<file path="src/sv/worker_load_dispatcher_macros.svh">
// Assertion helpers for the dispatcher control module.
`ifndef WORKER_LOAD_DISPATCHER_MACROS_SVH
`define WORKER_LOAD_DISPATCHER_MACROS_SVH

// Check on every rising edge outside reset.
`define WLD_ASSERT(lbl, prop, msg) \
  lbl: assert property (@(posedge clk_i) disable iff (!rst_ni) prop) else $error(msg);

// Check on every rising edge, reset included.
`define WLD_ASSERT_ALWAYS(lbl, prop, msg) \
  lbl: assert property (@(posedge clk_i) prop) else $error(msg);

`endif

</file>
<file path="src/sv/wld_pkg.sv">
package wld_pkg;

  localparam int MAX_SLOTS           = 16;
  localparam int INITIAL_GROWN_SLOTS = 4;
  localparam int COUNT_BITS          = 16;

  localparam int IDX_W  = $clog2(MAX_SLOTS);
  localparam int ACT_W  = $clog2(MAX_SLOTS + 1);
  localparam int SIZE_W = 16;

  localparam int FIXED_DEFAULT = 10;
  localparam int LIMIT_DEFAULT = 100;
  localparam int GROWN_SLOTS   =
      (INITIAL_GROWN_SLOTS > MAX_SLOTS) ? MAX_SLOTS : INITIAL_GROWN_SLOTS;

  // Configuration register indexes.
  localparam logic CFG_POOL_MODE    = 1'b0;
  localparam logic CFG_SIZE_SETTING = 1'b1;

  typedef logic [IDX_W-1:0]      idx_t;
  typedef logic [ACT_W-1:0]      act_t;
  typedef logic [COUNT_BITS-1:0] count_t;
  typedef logic [SIZE_W-1:0]     size_t;
  typedef logic [3:0]            wid_t;
  typedef logic [3:0]            gid_t;
  typedef logic [MAX_SLOTS-1:0]  slot_vec_t;

  localparam count_t COUNT_MAX = '1;

  typedef enum logic [1:0] {
    ACT_ACQUIRE = 2'd0,
    ACT_RELEASE = 2'd1,
    ACT_CLEAR   = 2'd2,
    ACT_NONE    = 2'd3
  } action_e;

  typedef enum logic [1:0] {
    STS_OK       = 2'd0,
    STS_FULL     = 2'd1,
    STS_BAD_SLOT = 2'd2,
    STS_ZERO     = 2'd3
  } status_e;

  // Packed so that granted_id lands in the lowest bits of the output word.
  typedef struct packed {
    logic    slot_removed;
    logic    start_worker;
    status_e status;
    gid_t    granted_id;
  } res_t;

  typedef struct packed {
    logic   re;
    idx_t   raddr;
    logic   we;
    idx_t   waddr;
    count_t wdata;
  } mem_req_t;

endpackage

</file>
<file path="src/sv/wld_load_mem.sv">
module wld_load_mem (
  input  logic                clk_i,
  input  wld_pkg::mem_req_t   req_i,
  output wld_pkg::count_t     rdata_o
);

  wld_pkg::count_t mem_q [wld_pkg::MAX_SLOTS];
  wld_pkg::count_t rdata_q;

  always_ff @(posedge clk_i) begin
    if (req_i.we) begin
      mem_q[req_i.waddr] <= req_i.wdata;
    end
  end

  always_ff @(posedge clk_i) begin
    if (req_i.re) begin
      rdata_q <= mem_q[req_i.raddr];
    end
  end

  assign rdata_o = rdata_q;

endmodule

</file>
<file path="src/sv/wld_ctrl.sv">
`include "worker_load_dispatcher_macros.svh"

module wld_ctrl (
  input  logic                clk_i,
  input  logic                rst_ni,
  input  logic                cfg_mode_i,
  input  wld_pkg::size_t      cfg_size_i,
  input  logic                s_valid_i,
  input  logic [1:0]          s_action_i,
  input  wld_pkg::wid_t       s_wid_i,
  output logic                s_ready_o,
  output logic                res_valid_o,
  output wld_pkg::res_t       res_o,
  input  logic                out_free_i,
  output wld_pkg::mem_req_t   mem_req_o,
  input  wld_pkg::count_t     mem_rdata_i
);

  typedef enum logic [3:0] {
    ST_IDLE    = 4'b0001,
    ST_SCAN    = 4'b0010,
    ST_RESOLVE = 4'b0100,
    ST_PUSH    = 4'b1000
  } state_e;

  state_e               state_q, state_d;
  wld_pkg::action_e     act_q, act_d;
  wld_pkg::wid_t        wid_q, wid_d;
  wld_pkg::idx_t        idx_q, idx_d;
  logic                 found_q, found_d;
  wld_pkg::idx_t        pick_q, pick_d;
  wld_pkg::count_t      best_q, best_d;
  wld_pkg::slot_vec_t   valid_q, valid_d;
  wld_pkg::slot_vec_t   live_q, live_d;
  wld_pkg::act_t        active_q, active_d;
  logic                 ready_q, ready_d;
  logic                 hmode_q, hmode_d;
  wld_pkg::count_t      hlimit_q, hlimit_d;
  wld_pkg::res_t        res_q, res_d;

  wld_pkg::mem_req_t    mem_req;
  wld_pkg::count_t      cur;
  wld_pkg::size_t       size_eff;
  wld_pkg::act_t        init_n;
  wld_pkg::slot_vec_t   init_mask;
  wld_pkg::count_t      init_limit;
  wld_pkg::idx_t        free_idx;
  logic                 free_any;
  logic                 wid_ok;
  wld_pkg::idx_t        wid_idx;
  wld_pkg::action_e     in_act;

  // Pool setup values, taken from the registers on the first item.
  always_comb begin
    if (cfg_size_i == '0) begin
      size_eff = cfg_mode_i ? wld_pkg::size_t'(wld_pkg::LIMIT_DEFAULT)
                            : wld_pkg::size_t'(wld_pkg::FIXED_DEFAULT);
    end else begin
      size_eff = cfg_size_i;
    end
    if (cfg_mode_i) begin
      init_n = wld_pkg::act_t'(wld_pkg::GROWN_SLOTS);
    end else if (int'(size_eff) > wld_pkg::MAX_SLOTS) begin
      init_n = wld_pkg::act_t'(wld_pkg::MAX_SLOTS);
    end else begin
      init_n = wld_pkg::act_t'(size_eff);
    end
    if (32'(size_eff) > 32'(wld_pkg::COUNT_MAX)) begin
      init_limit = wld_pkg::COUNT_MAX;
    end else begin
      init_limit = wld_pkg::count_t'(size_eff);
    end
    for (int i = 0; i < wld_pkg::MAX_SLOTS; i++) begin
      init_mask[i] = (i < int'(init_n));
    end
  end

  // Lowest free slot for growing the pool.
  always_comb begin
    free_idx = '0;
    free_any = 1'b0;
    for (int i = wld_pkg::MAX_SLOTS - 1; i >= 0; i--) begin
      if (!valid_q[i]) begin
        free_idx = wld_pkg::idx_t'(i);
        free_any = 1'b1;
      end
    end
  end

  assign wid_ok  = int'(wid_q) < wld_pkg::MAX_SLOTS;
  assign wid_idx = wld_pkg::idx_t'(wid_q);
  assign in_act  = wld_pkg::action_e'(s_action_i);
  // An entry not written since the last clear reads as zero.
  assign cur     = live_q[idx_q] ? mem_rdata_i : '0;

  always_comb begin
    state_d  = state_q;
    act_d    = act_q;
    wid_d    = wid_q;
    idx_d    = idx_q;
    found_d  = found_q;
    pick_d   = pick_q;
    best_d   = best_q;
    valid_d  = valid_q;
    live_d   = live_q;
    active_d = active_q;
    ready_d  = ready_q;
    hmode_d  = hmode_q;
    hlimit_d = hlimit_q;
    res_d    = res_q;
    mem_req  = '0;

    unique case (state_q)
      ST_IDLE: begin
        if (s_valid_i) begin
          act_d   = in_act;
          wid_d   = s_wid_i;
          found_d = 1'b0;
          pick_d  = '0;
          best_d  = '0;
          res_d   = '0;
          idx_d   = (in_act == wld_pkg::ACT_ACQUIRE) ? '0 : wld_pkg::idx_t'(s_wid_i);
          mem_req.re    = 1'b1;
          mem_req.raddr = idx_d;
          if (!ready_q) begin
            ready_d  = 1'b1;
            hmode_d  = cfg_mode_i;
            hlimit_d = cfg_mode_i ? init_limit : '0;
            valid_d  = init_mask;
            active_d = init_n;
            live_d   = '0;
          end
          unique case (in_act)
            wld_pkg::ACT_ACQUIRE, wld_pkg::ACT_RELEASE: state_d = ST_SCAN;
            wld_pkg::ACT_CLEAR: begin
              live_d  = '0;
              state_d = ST_PUSH;
            end
            default: state_d = ST_PUSH;
          endcase
        end
      end

      ST_SCAN: begin
        if (act_q == wld_pkg::ACT_RELEASE) begin
          best_d  = cur;
          state_d = ST_RESOLVE;
        end else begin
          if (valid_q[idx_q]) begin
            if (!hmode_q) begin
              if (!found_q || cur < best_q) begin
                found_d = 1'b1;
                pick_d  = idx_q;
                best_d  = cur;
              end
            end else if (!found_q && cur < hlimit_q) begin
              found_d = 1'b1;
              pick_d  = idx_q;
              best_d  = cur;
            end
          end
          if (int'(idx_q) == wld_pkg::MAX_SLOTS - 1) begin
            state_d = ST_RESOLVE;
          end else begin
            idx_d         = idx_q + 1'b1;
            mem_req.re    = 1'b1;
            mem_req.raddr = idx_d;
          end
        end
      end

      ST_RESOLVE: begin
        state_d = ST_PUSH;
        if (act_q == wld_pkg::ACT_ACQUIRE) begin
          if (found_q) begin
            mem_req.we    = 1'b1;
            mem_req.waddr = pick_q;
            mem_req.wdata = (best_q == wld_pkg::COUNT_MAX) ? best_q : best_q + 1'b1;
            live_d[pick_q]     = 1'b1;
            res_d.granted_id   = wld_pkg::gid_t'(pick_q);
            res_d.start_worker = hmode_q && (best_q == '0);
          end else if (hmode_q) begin
            if (free_any) begin
              mem_req.we    = 1'b1;
              mem_req.waddr = free_idx;
              mem_req.wdata = wld_pkg::count_t'(1);
              live_d[free_idx]   = 1'b1;
              valid_d[free_idx]  = 1'b1;
              active_d           = active_q + 1'b1;
              res_d.granted_id   = wld_pkg::gid_t'(free_idx);
              res_d.start_worker = 1'b1;
            end else begin
              res_d.status = wld_pkg::STS_FULL;
            end
          end
        end else begin
          if (!wid_ok || !valid_q[wid_idx]) begin
            res_d.status = wld_pkg::STS_BAD_SLOT;
          end else if (best_q == '0) begin
            res_d.status = wld_pkg::STS_ZERO;
          end else begin
            mem_req.we    = 1'b1;
            mem_req.waddr = wid_idx;
            mem_req.wdata = best_q - 1'b1;
            live_d[wid_idx] = 1'b1;
            if (hmode_q && best_q == wld_pkg::count_t'(1) && active_q > wld_pkg::act_t'(1)) begin
              valid_d[wid_idx]   = 1'b0;
              active_d           = active_q - 1'b1;
              res_d.slot_removed = 1'b1;
            end
          end
        end
      end

      ST_PUSH: begin
        if (out_free_i) begin
          state_d = ST_IDLE;
        end
      end

      default: state_d = ST_IDLE;
    endcase
  end

  always_ff @(posedge clk_i or negedge rst_ni) begin
    if (!rst_ni) begin
      state_q  <= ST_IDLE;
      valid_q  <= '0;
      live_q   <= '0;
      active_q <= '0;
      ready_q  <= 1'b0;
      hmode_q  <= 1'b0;
      hlimit_q <= '0;
    end else begin
      state_q  <= state_d;
      valid_q  <= valid_d;
      live_q   <= live_d;
      active_q <= active_d;
      ready_q  <= ready_d;
      hmode_q  <= hmode_d;
      hlimit_q <= hlimit_d;
    end
  end

  always_ff @(posedge clk_i) begin
    act_q   <= act_d;
    wid_q   <= wid_d;
    idx_q   <= idx_d;
    found_q <= found_d;
    pick_q  <= pick_d;
    best_q  <= best_d;
    res_q   <= res_d;
  end

  assign s_ready_o   = (state_q == ST_IDLE);
  assign res_valid_o = (state_q == ST_PUSH);
  assign res_o       = res_q;
  assign mem_req_o   = mem_req;

  `WLD_ASSERT(a_active_matches_valid, $countones(valid_q) == int'(active_q), "active count drifted from valid bits")
  `WLD_ASSERT(a_pool_never_empty, ready_q |-> active_q != '0, "pool lost its last slot")
  `WLD_ASSERT(a_start_is_ok, (res_valid_o && res_q.start_worker) |-> (res_q.status == wld_pkg::STS_OK && !res_q.slot_removed), "start flagged on a failed or release result")
  `WLD_ASSERT(a_written_is_live, mem_req.we |=> live_q[$past(mem_req.waddr)], "written entry not marked live")

endmodule

</file>
<file path="src/sv/worker_load_dispatcher.sv">
// Acquire sweeps the load memory over all slots, one read a cycle, then writes back the pick;
// release reads and writes back the named slot; clear and the unused action go straight to
// the result word. A new item is taken only once the last word has gone to the output register.
// A finished word waits in the output register while the next item is taken and worked on.
// Reset (rst_ni low, asynchronous) empties the pool and zeroes all loads at once through
// per-slot live bits; the first item after reset builds the pool from the registers.
module worker_load_dispatcher (
  input  logic        clk_i,
  input  logic        rst_ni,
  // configuration write port
  input  logic        cfg_we_i,
  input  logic        cfg_idx_i,
  input  logic [15:0] cfg_wdata_i,
  // request stream
  input  logic        s_tvalid_i,
  output logic        s_tready_o,
  input  logic [7:0]  s_tdata_i,   // [3:0] worker_id, [7:4] zero
  input  logic [1:0]  s_tuser_i,   // [1:0] action
  // result stream
  output logic        m_tvalid_o,
  input  logic        m_tready_i,
  output logic [7:0]  m_tdata_o    // [3:0] granted_id, [5:4] status, [6] start_worker,
                                   // [7] slot_removed
);

  logic                mode_q;
  wld_pkg::size_t      size_q;
  logic                out_valid_q;
  wld_pkg::res_t       out_q;
  logic                out_free;
  logic                res_valid;
  wld_pkg::res_t       res;
  wld_pkg::mem_req_t   mem_req;
  wld_pkg::count_t     mem_rdata;

  // Register writes are only to be made while the block is idle, which the block does not
  // enforce; the pool latches them on its first item.
  always_ff @(posedge clk_i or negedge rst_ni) begin
    if (!rst_ni) begin
      mode_q <= 1'b0;
      size_q <= wld_pkg::size_t'(wld_pkg::FIXED_DEFAULT);
    end else if (cfg_we_i) begin
      unique case (cfg_idx_i)
        wld_pkg::CFG_POOL_MODE:    mode_q <= cfg_wdata_i[0];
        wld_pkg::CFG_SIZE_SETTING: size_q <= cfg_wdata_i;
        default: ;
      endcase
    end
  end

  wld_ctrl u_ctrl (
    .clk_i       (clk_i),
    .rst_ni      (rst_ni),
    .cfg_mode_i  (mode_q),
    .cfg_size_i  (size_q),
    .s_valid_i   (s_tvalid_i),
    .s_action_i  (s_tuser_i),
    .s_wid_i     (s_tdata_i[3:0]),
    .s_ready_o   (s_tready_o),
    .res_valid_o (res_valid),
    .res_o       (res),
    .out_free_i  (out_free),
    .mem_req_o   (mem_req),
    .mem_rdata_i (mem_rdata)
  );

  wld_load_mem u_mem (
    .clk_i   (clk_i),
    .req_i   (mem_req),
    .rdata_o (mem_rdata)
  );

  // Output register: load a new word when empty or when the current one leaves.
  assign out_free = !out_valid_q || m_tready_i;

  always_ff @(posedge clk_i or negedge rst_ni) begin
    if (!rst_ni) begin
      out_valid_q <= 1'b0;
    end else if (out_free) begin
      out_valid_q <= res_valid;
    end
  end

  always_ff @(posedge clk_i) begin
    if (out_free && res_valid) begin
      out_q <= res;
    end
  end

  assign m_tvalid_o = out_valid_q;
  assign m_tdata_o  = out_q;

endmodule

</file>
<file path="config.mk">
export PLATFORM = sky130hd
export DESIGN_NAME = worker_load_dispatcher
export DESIGN_NICKNAME = d
export VERILOG_FILES = /design/src/sv/wld_pkg.sv /design/src/sv/wld_load_mem.sv /design/src/sv/wld_ctrl.sv /design/src/sv/worker_load_dispatcher.sv
export VERILOG_INCLUDE_DIRS = /design/src /design/src/sv
export SDC_FILE = /design/constraint.sdc
export NUM_CORES = 1
export LEC_CHECK = 0
export BUFFER_PORTS_ARGS = -buffer_cell sky130_fd_sc_hd__buf_2
export CORE_MARGIN = 1
export CORE_UTILIZATION = 51
export DETAILED_ROUTE_END_ITERATION = 10
export GPL_TIMING_DRIVEN = 0
export PLACE_DENSITY = 0.64
export RECOVER_POWER = 25
export SLEW_MARGIN = 40
export SYNTH_ARGS = -nofsm -noshare
export SYNTH_HDL_FRONTEND = slang
export SYNTH_SLANG_ARGS = --single-unit
</file>
<file path="constraint.sdc">
create_clock -name clk_i -period 5.61 [get_ports clk_i]
set_input_delay 0.561 -clock clk_i [delete_from_list [all_inputs] [get_ports clk_i]]
set_output_delay 0.561 -clock clk_i [all_outputs]
set_load 0.05 [all_outputs]
</file>
# == Word level (Yosys, flattened, before mapping) ==
# Memories as Yosys holds them, arrays and structs flattened. A register that Yosys moved wholly into a read port is not among the register bits.
# Cells that the tools add are included.
# word_totals
reg_bits,124
in_bits,32
ram_bits,256
word_cells,281
n_memories,1
# mem_list
memory,words,width,read_ports,rd_clocked_by_memory_dff,write_ports,line,text
u_mem.mem_q,16,16,1,1,1,wld_load_mem.sv:7,wld_pkg::count_t mem_q [wld_pkg::MAX_SLOTS];
# op_classes
n_lt_le_gt_ge,27
reduce_logical,32
mux,144
bitwise,8
addsub,5
n_eq_ne,40
# op_table
cell,count
$mux W16,28
$mux W21,7
$mux W4,34
$pmux W16 S2,3
$mux W5,14
$or A16 B16 Y16,4
$lt A4 B5 Y1 const A,8
$mux W1,37
$logic_not A16 Y1,2
$lt A16 B16 Y1,2
$ne A3 B1 Y1 const B,7
$lt A3 B5 Y1 const A,4
$lt A4 B5 Y1 const B,4
$pmux W5 S2,2
$reduce_and A6 Y1,3
$add A16 B1 Y16 const B,1
$and A16 B16 Y16,1
$eq A16 B1 Y1 const B,1
$eq A16 B16 Y1 const B,1
$gt A16 B5 Y1 const B,1
$not A16 Y16,1
$pmux W4 S2,2
$pmux W4 S4,1
$pmux W8 S2,1
other kinds (40),87

# == Longest topological paths before layout ==
# Gate-level depths: netlist (run 1).
# logic_depth
word_depth,26
mapped_depth,14
mapped_depth_nobuf,11

# == By module ==
# Synthesis (run 1) repeated with hierarchy kept, for this count alone.
# unflattened
hier_cells,1352
hier_area_um2,18620.4
# modules_own_cells
mod,instances,cells_each,area_each_um2,seq_area_each_um2
wld_load_mem,1,432,10203.5,8167.8
wld_ctrl,1,871,7438.4,2648.8
worker_load_dispatcher,1,49,978.4,693.2

# == Least setup slack after synthesis (run 1) ==
# OpenSTA, ideal clock, no wires.
# synth_path
kind,reg2reg
start,register u_ctrl.idx_q[1]
end,register u_ctrl.best_q[0] (enable)
period_less_slack_ns,4.372
setup_ns,0.395
stages_incl_launch_ff,14
setup_slack_ns,1.238
path_buffers,2
arrival_time_ns,3.977
path_cell_list,edfxtp_1 buf_1 mux4_2 a22o_1 a221o_1 clkbuf_1 and2_1 ha_1 a21o_1 a211o_1 o221ai_1 and4_1 a32oi_1 o22ai_1
# synth_between
elab_chain_cells,7
elab_cells_between_ends,13
cone_classes,2 x order compare; 3 x eq/ne; 5 x mux; 3 x reduce/logical
# synth_rtl
item,line,text
"start, declared",wld_ctrl.sv:29,"wld_pkg::idx_t idx_q, idx_d;"
"start signal, assigned",wld_ctrl.sv:248,idx_q <= idx_d;
$bmux W1 S4 *,wld_ctrl.sv:94,assign cur = live_q[idx_q] ? mem_rdata_i : '0;
$mux W1 (not written as such) *,wld_ctrl.sv:94,
$mux W16 *,wld_ctrl.sv:94,
named net u_ctrl.cur[11],wld_ctrl.sv:42,wld_pkg::count_t cur;
"$lt A16 B16 Y1, on equally long branches","wld_ctrl.sv:151, wld_ctrl.sv:156",
$logic_or A1 B1 Y1 or $logic_and A1 B1 Y1 (tied branches),"wld_ctrl.sv:151, wld_ctrl.sv:156",
$ne A4 B1 Y1 (no source line) or $ne A4 B4 Y1 (tied branches),n/a,
$reduce_and A5 Y1 (no source line) *,n/a,
"end signal, assigned",wld_ctrl.sv:251,best_q <= best_d;
"end, declared",wld_ctrl.sv:32,"wld_pkg::count_t best_q, best_d;"
# Mark *: on every way through the listed nets, which the timed path passes. The rest lies on a longest branch. The select of a mux whose other input is x is not followed.
# A chain may end at the register's enable or synchronous reset.

# == Worst setup path after layout (run 1) ==
# layout_path
start,register u_ctrl.idx_q[1]
end,register u_ctrl.pick_q[3] (enable)
# layout_between
elab_chain_cells,7
elab_cells_between_ends,13
cone_classes,2 x order compare; 3 x eq/ne; 5 x mux; 3 x reduce/logical
# layout_rtl
item,line,text
$bmux W1 S4 *,wld_ctrl.sv:94,
$mux W1 (not written as such) *,wld_ctrl.sv:94,
$mux W16 *,wld_ctrl.sv:94,
named net u_ctrl.cur[11],wld_ctrl.sv:42,
"$lt A16 B16 Y1, on equally long branches","wld_ctrl.sv:151, wld_ctrl.sv:156",
$logic_or A1 B1 Y1 or $logic_and A1 B1 Y1 (tied branches),"wld_ctrl.sv:151, wld_ctrl.sv:156",
$ne A3 B1 Y1 (no source line) or $ne A3 B3 Y1 (tied branches),n/a,
$reduce_and A6 Y1 (no source line) *,n/a,
"end signal, assigned",wld_ctrl.sv:250,pick_q <= pick_d;
"end, declared",wld_ctrl.sv:31,"wld_pkg::idx_t pick_q, pick_d;"
# Marks and branches as above.

==> results.md, run 1 <==
* Post-synthesis net count at 1452
* H-tree level count at 2
* Seq pwr share at 0.418
* Complex-gate fraction of the synthesized area at 0.120
* Number of instances in the placed design at 1919
* Switching component of the power at 3.34 mW
* Area share of fa/ha/maj cells after synthesis at 0.0247
* Final-layout setup total negative slack at 0 ps
* Pre-Repair DR Iteration Count at 5
* Clock share of power at 0.285
* Number of filler instances in the final layout at 2885
* Category of the critical setup timing path: flip-flop to flip-flop
* Area share of the largest cell type after synthesis at 0.501
* Share of the yosys chip area belonging to registers at 0.602
* Area grow syn2layout at 13.5%
* Final hold violation count at 0
* Crit. End Element: flip-flop
* Main combinational cell family by area after synthesis: compound AO/OA/AOI/OAI gates
* Final period util at 0.910
* Detailed-placement wirelength estimate at 37300 µm
* DRC violation count after routing at 0
* Most common cell in the synthesized netlist: edfxtp_1
* Number of nets with antenna violations after routing at 0
* Overflow after GRT at 0
* Fin crit period at 5100 ps
* GRT Util Overall at 0.277
* Number of nets in the layout at 1568
* RSZ-0062 raised after global routing: no
* Via count at 12800
* Critical Path Start Type: flip-flop
* Crit-path max FO at 10
* Synth Instances at 1383
* Worst vdd rail ir drop at 280 µV
* Most instantiated flip-flop cell in the synthesis netlist: edfxtp_1
* Fmax achieved at 0.196 GHz
* Count of non-filler cells in the finished layout at 1997
* Y dimension of the die at 196 µm
* DRT iter0 DRCs at 1029
* P_leak at 7.54 nW
* Synthesized cell area at 19100 µm²
* Post-detailed-route wirelength per cell at 25.7 µm
* # resized after CTS at 0
* Number of placement rows at 70
* Setup Skew at 14.4 ps
* Worst EP required at 5800 ps
* Worst hold slack at 187 ps
* Post-synth EDFFs at 319
* Maximum number of pins on one net before global-route repair at 57
* Horizontal extent of the die at 196 µm
* Core footprint at 36800 µm²
* Ranking of synthesized cells by area: edfxtp_1 50%, dfrtp_1 9.7%, mux4_2 8.5%
* Outcome: finished, violations left
* FF+latch count, synth at 396
* Number of buffers between clock root and the deepest sink at 3
* Total routed wirelength at 51400 µm
* Cell types with the highest counts after synthesis: 319 x edfxtp_1, 100 x nand2_1, 74 x dfrtp_1
* First-pass GRT wire length at 78900 µm
* Final total power at 9.71 mW
* Number of buffers inserted during clock tree synthesis at 43
* Clock-pin transition on the worst setup and hold timing paths at 60 ps
* CTS Root Buffer Type: clkbuf_16
* Number of library cell types mapped by synthesis at 102
* Logic pwr share at 0.297
* Xor and xnor area share after synthesis at 0.00320
* Internal power at 6.37 mW
* Count of buffers inserted at the top-level ports at 37
* # setup viols final at 0
* Clock insertion delay at the later pin of the skew report at 570 ps
* Die outline area at 38300 µm²
* Violations in the final reports: max-capacitance violations, max-slew violations
* CTS tree: yes
* Critical path arrival at 5300 ps
* Tightest Pin Transition at 3080 ps
* Gp weighted congestion at 0.955
* CTS sink count at 396
* Switching power as a share of total power at 0.344
* Synthesized area per cell at 13.8 µm²
* Fraction of layout cells with a size suffix above 1 at 0.199
* Proportion of synthesized flip-flops having asynchronous set or reset at 0.194
* Synthesized-area fraction occupied by and/or/nand/nor cells at 0.107
* Antenna diode instance count at 0
* Initial standard-cell utilization of the core at 0.520
* Multiplexer share of the synthesized area at 0.107
* Max Cap Viol at 1
* Yosys synthesis warning count at 0
* Boundary Pins at 42
* Via/cell ratio at 6.42
* Hold crit path type: primary input to flip-flop
* Number of pins with negative max-slew slack in the final report at 57
* Ratio of total power to cell area at 447 nW/µm²
* Relative slew slack at -1.06
* Cell taking the most area after synthesis: edfxtp_1
* Utilization after layout at 0.590
* Number of antenna violations at the first check in global routing at 0
* Vias in the first global route at 12900
## registers in the layout, indices dropped and copies added (netlist names), 5 cells and up
| signal | flops |
|---|---|
| m_tdata_o | 8 |
| size_q | 16 |
| u_ctrl.active_q | 5 |
| u_ctrl.best_q | 16 |
| u_ctrl.hlimit_q | 16 |
| u_ctrl.live_q | 16 |
| u_ctrl.res_o | 8 |
| u_ctrl.valid_q | 16 |
| u_mem.mem_q | 256 |
| u_mem.rdata_o | 16 |
## placed cells by master (no fill, tap or decap), types with 20 or more instances in the layout
cell type | netlist | layout
a31oi_1 | 20 | 20
nand3_1 | 30 | 31
clkbuf_16 | 0 | 43
a21oi_1 | 53 | 45
ha_1 | 37 | 37
nor3_1 | 47 | 38
o21ai_0 | 47 | 45
inv_1 | 53 | 54
buf_2 | 21 | 47
dfrtp_1 | 74 | 74
a22oi_1 | 34 | 34
nand2_1 | 100 | 101
edfxtp_1 | 319 | 319
mux4_2 | 72 | 72
clkbuf_1 | 39 | 73
and2_1 | 32 | 29
nor2_1 | 53 | 45
buf_4 | 4 | 21
and3_1 | 28 | 28
## path summary, 6_finish.rpt
| check | start | to | slack, ps | cells past startpoint |
|---|---|---|---|---|
| max | u_ctrl.idx_q[1]$_DFFE_PP_ | u_ctrl.pick_q[3]$_SDFFCE_PN0P_ | 510 | 13 |
| min | s_tdata_i[0] | u_ctrl.wid_idx[0]$_DFFE_PP_ | 190 | 1 |
| max reg2reg | u_ctrl.idx_q[1]$_DFFE_PP_ | u_ctrl.pick_q[3]$_SDFFCE_PN0P_ | 510 | 13 |
| min reg2reg | u_ctrl.res_o[1]$_SDFFCE_PN0P_ | m_tdata_o[1]$_DFFE_PP_ | 410 | 0 |
| max in group asynchronous | rst_ni | size_q[14]$_DFFE_PN0P_ | 1270 | 3 |
| min in group asynchronous | rst_ni | u_ctrl.live_q[8]$_DFFE_PN0P_ | 820 | 2 |
## stage by stage
stage,setup slack [ps],instance area [µm²]
2_1_floorplan,1240,19100
3_3_place_gp,5.81,19900
3_5_place_dp,597,20400
4_1_cts,563,21800
5_1_grt,296,21700
6_report,506,21700
## worst max-delay path, stage by stage, from the launching register on
cell and delay [ps]:
edfxtp_1 420, buf_1 570, mux4_2 420, a22o_1 210
a221o_1 400, clkbuf_1 270, and2_1 250, ha_1 310
a21o_1 160, a211o_1 300, o221ai_1 250, and4_1 230
a32oi_1 210, nor3_1 720
## metal layers
layer | track usage | up-vias | wire length, µm
met5 | 0 | - | 0
met4 | 0.108 | 0 | 1830
met3 | 0.0414 | 118 | 2980
met2 | 0.462 | 440 | 25200
met1 | 0.367 | 6522 | 21400
li1 | - | 5736 | -
## timing repair
item | in CTS | in global routing
buffers inserted | 0 | 0
hold endpoints to repair | 20 | 0
hold buffers | 1 | 0
## power by group through the flow
stage / Clock (mW) / Sequential, mW / Combinational [mW]
finish: 2.77 / 4.06 / 2.88
CTS: 2.83 / 4.05 / 2.88
floorplan: 0 / 4.01 / 1.96
global route: 2.92 / 4.09 / 3.12
global placement: 0 / 4.11 / 2.76
detailed placement: 0 / 4.11 / 2.87
## cells by family after synthesis
kind of cell / after synthesis
and+or+nand+nor: 385
adders and majority gates: 38
xor gates and xnor gates: 7
DFF: 396
AOI/OAI and AO/OA: 317
muxes: 105
buffers and inverters: 135
## layout make-up
| type | count | area (µm²) | area share |
|---|---|---|---|
| Clock inverter | 21 | 250 | 0.0115 |
| Buffer | 79 | 447 | 0.0206 |
| Clock buffer | 54 | 1120 | 0.0515 |
| Inverter | 56 | 213 | 0.00980 |
| Multi-Input combinational cell | 852 | 7120 | 0.328 |
| Timing Repair Buffer | 71 | 463 | 0.0213 |
| Tap cell | 468 | 586 | 0.0270 |
| Sequential cell | 396 | 11500 | 0.530 |
Power figures use the tool's default switching activity.
==> run 2, diff against run 1 <==
--- a/config.mk
+++ b/config.mk
@@ -10,7 +10,7 @@
 export CORE_MARGIN = 1
 export CORE_UTILIZATION = 51
 export DETAILED_ROUTE_END_ITERATION = 10
-export GPL_TIMING_DRIVEN = 0
+export GPL_TIMING_DRIVEN = 1
 export PLACE_DENSITY = 0.64
 export RECOVER_POWER = 25
 export SLEW_MARGIN = 40
==> results.md, run 2 (synthesized netlist as in run 1, its figures left out) <==
* Outcome: finished, violations left
* Violations in the final reports: max-capacitance violations, max-slew violations
* Maximum number of pins on one net before global-route repair at 65
* Clock-pin transition on the worst setup and hold timing paths at 60 ps
* Fmax achieved at 0.210 GHz
* Via count at 12600
* H-tree level count at 2
* Setup Skew at 25.4 ps
* Hold crit path type: primary input to flip-flop
* Number of pins with negative max-slew slack in the final report at 57
* Worst EP required at 5850 ps
* Crit-path max FO at 26
* Number of buffers inserted to repair setup after CTS at 0
* Core footprint at 36800 µm²
* Number of placement rows at 70
* # resized after CTS at 0
* Total routed wirelength at 49800 µm
* GRT Util Overall at 0.266
* M1 GR Usage at 0.373
* CTS Root Buffer Type: clkbuf_16
* Commonest cells after routing, fill and taps aside: 319 x edfxtp_1, 102 x nand2_1, 74 x dfrtp_1, 72 x mux4_2, 54 x inv_1
* Fin worst setup slack at 846 ps
* Antenna diode instance count at 0
* Horizontal extent of the die at 196 µm
* Utilization after layout at 0.577
* Ratio of total power to cell area at 453 nW/µm²
* Fraction of layout cells with a size suffix above 1 at 0.190
* RSZ-0062 raised after global routing: no
* CTS sink count at 396
* Layer with the highest usage after global routing: met2
* Count of buffers inserted at the top-level ports at 37
* DRT iter0 DRCs at 1167
* Worst vdd rail ir drop at 325 µV
* # setup viols final at 0
* Tightest Pin Transition at 3040 ps
* Area grow syn2layout at 11.0%
* Met3 track demand over resource in global routing at 0.0426
* Post-detailed-route wirelength per cell at 25.6 µm
* Final hold violation count at 0
* Number of instances in the placed design at 1858
* Number of buffers inserted during clock tree synthesis at 43
* Final period util at 0.849
* Final-layout setup total negative slack at 0 ps
* Detailed-placement wirelength estimate at 32100 µm
* DP Worst Slack at 978 ps
* Critical path arrival at 5000 ps
* Clock insertion delay at the later pin of the skew report at 590 ps
* Die outline area at 38300 µm²
* Count of non-filler cells in the finished layout at 1940
* Final cell area excluding filler cells at 21200 µm²
* Post-CTS Hold Buffers at 1
* Register containing the most flip-flops in the final layout: u_mem.mem_q
* Fin crit period at 4760 ps
* Number of antenna violations at the first check in global routing at 0
* Relative slew slack at -1.03
* Via/cell ratio at 6.51
* CTS tree: yes
* Number of nets with antenna violations after routing at 0
* Category of the critical setup timing path: flip-flop to flip-flop
* Number of nets in the layout at 1506
* Placed inst area at 19900 µm²
* Vias in the first global route at 12300
* Number of buffers between clock root and the deepest sink at 3
* Critical Path Start Type: flip-flop
* Final total power at 9.62 mW
* Worst hold slack at 168 ps
* Overflow after GRT at 0
* P_leak at 7.39 nW
* First-pass GRT wire length at 76100 µm
* Y dimension of the die at 196 µm
* Max Cap Viol at 1
* Boundary Pins at 42
* DRC violation count after routing at 0
* Pre-Repair DR Iteration Count at 7
* Global routing usage on met2 at 0.426
* Initial standard-cell utilization of the core at 0.520
* Largest register FFs at 256
* Most common library cell in the layout ignoring fill and taps: edfxtp_1
* Crit. End Element: flip-flop
* Gp weighted congestion at 0.938
-- run 2: changes by cell type in the layout (fill, tap and decap cells not counted), sizes merged --
cell    delta
clkbuf    -44
clkinv     +3
inv        +4
buf       -18
bufinv     -2
-- run 2: final timing paths --
kind	startpoint	endpoint	slack, ps	depth (start not counted)
min	s_tdata_i[3]	u_ctrl.wid_idx[3]$_DFFE_PP_	170	1
min reg2reg	u_ctrl.res_o[1]$_SDFFCE_PN0P_	m_tdata_o[1]$_DFFE_PP_	420	0
min in group asynchronous	rst_ni	u_ctrl.live_q[11]$_DFFE_PN0P_	780	2
max	u_ctrl.state_q[1]$_DFFE_PN0P_	u_mem.mem_q[12][5]$_DFFE_PP_	850	10
max in group asynchronous	rst_ni	u_ctrl.active_q[0]$_DFFE_PN0P_	1320	3
max reg2reg	u_ctrl.state_q[1]$_DFFE_PN0P_	u_mem.mem_q[12][5]$_DFFE_PP_	850	10
-- run 2: where the power goes --
group	leakage [nW]	internal, mW	switching (mW)
clock	0.663	1.58	1.19
sequential	3.92	3.73	0.480
combinational	2.81	0.956	1.67
total	7.39	6.27	3.35
-- run 2: per-layer routing --
layer	share of wire	vias up	wire (µm)
met5	0	-	0
met4	0.026	0	1280
met3	0.065	81	3250
met2	0.48	501	23900
met1	0.43	6413	21300
li1	-	5635	-
-- run 2: final cells by class --
| cell class | instances | area, µm² |
|---|---|---|
| repair buffers | 88 | 553 |
| clock buffers | 54 | 1130 |
| fillers | 2940 | 15600 |
| inverters | 56 | 213 |
| clock inverters | 26 | 248 |
| flip-flops and latches | 396 | 11500 |
| well taps | 468 | 586 |
| multi-input cells | 852 | 6990 |
-- run 2: critical path: stages, from the launching register on --
cell and delay [ps]:
dfrtp_1 400, or4b_1 510, clkbuf_1 510, clkinv_2 150
clkbuf_1 990, nand2_1 300, a21oi_2 360, a32o_1 340
o211ai_1 300, nor2_1 190, buf_4 330
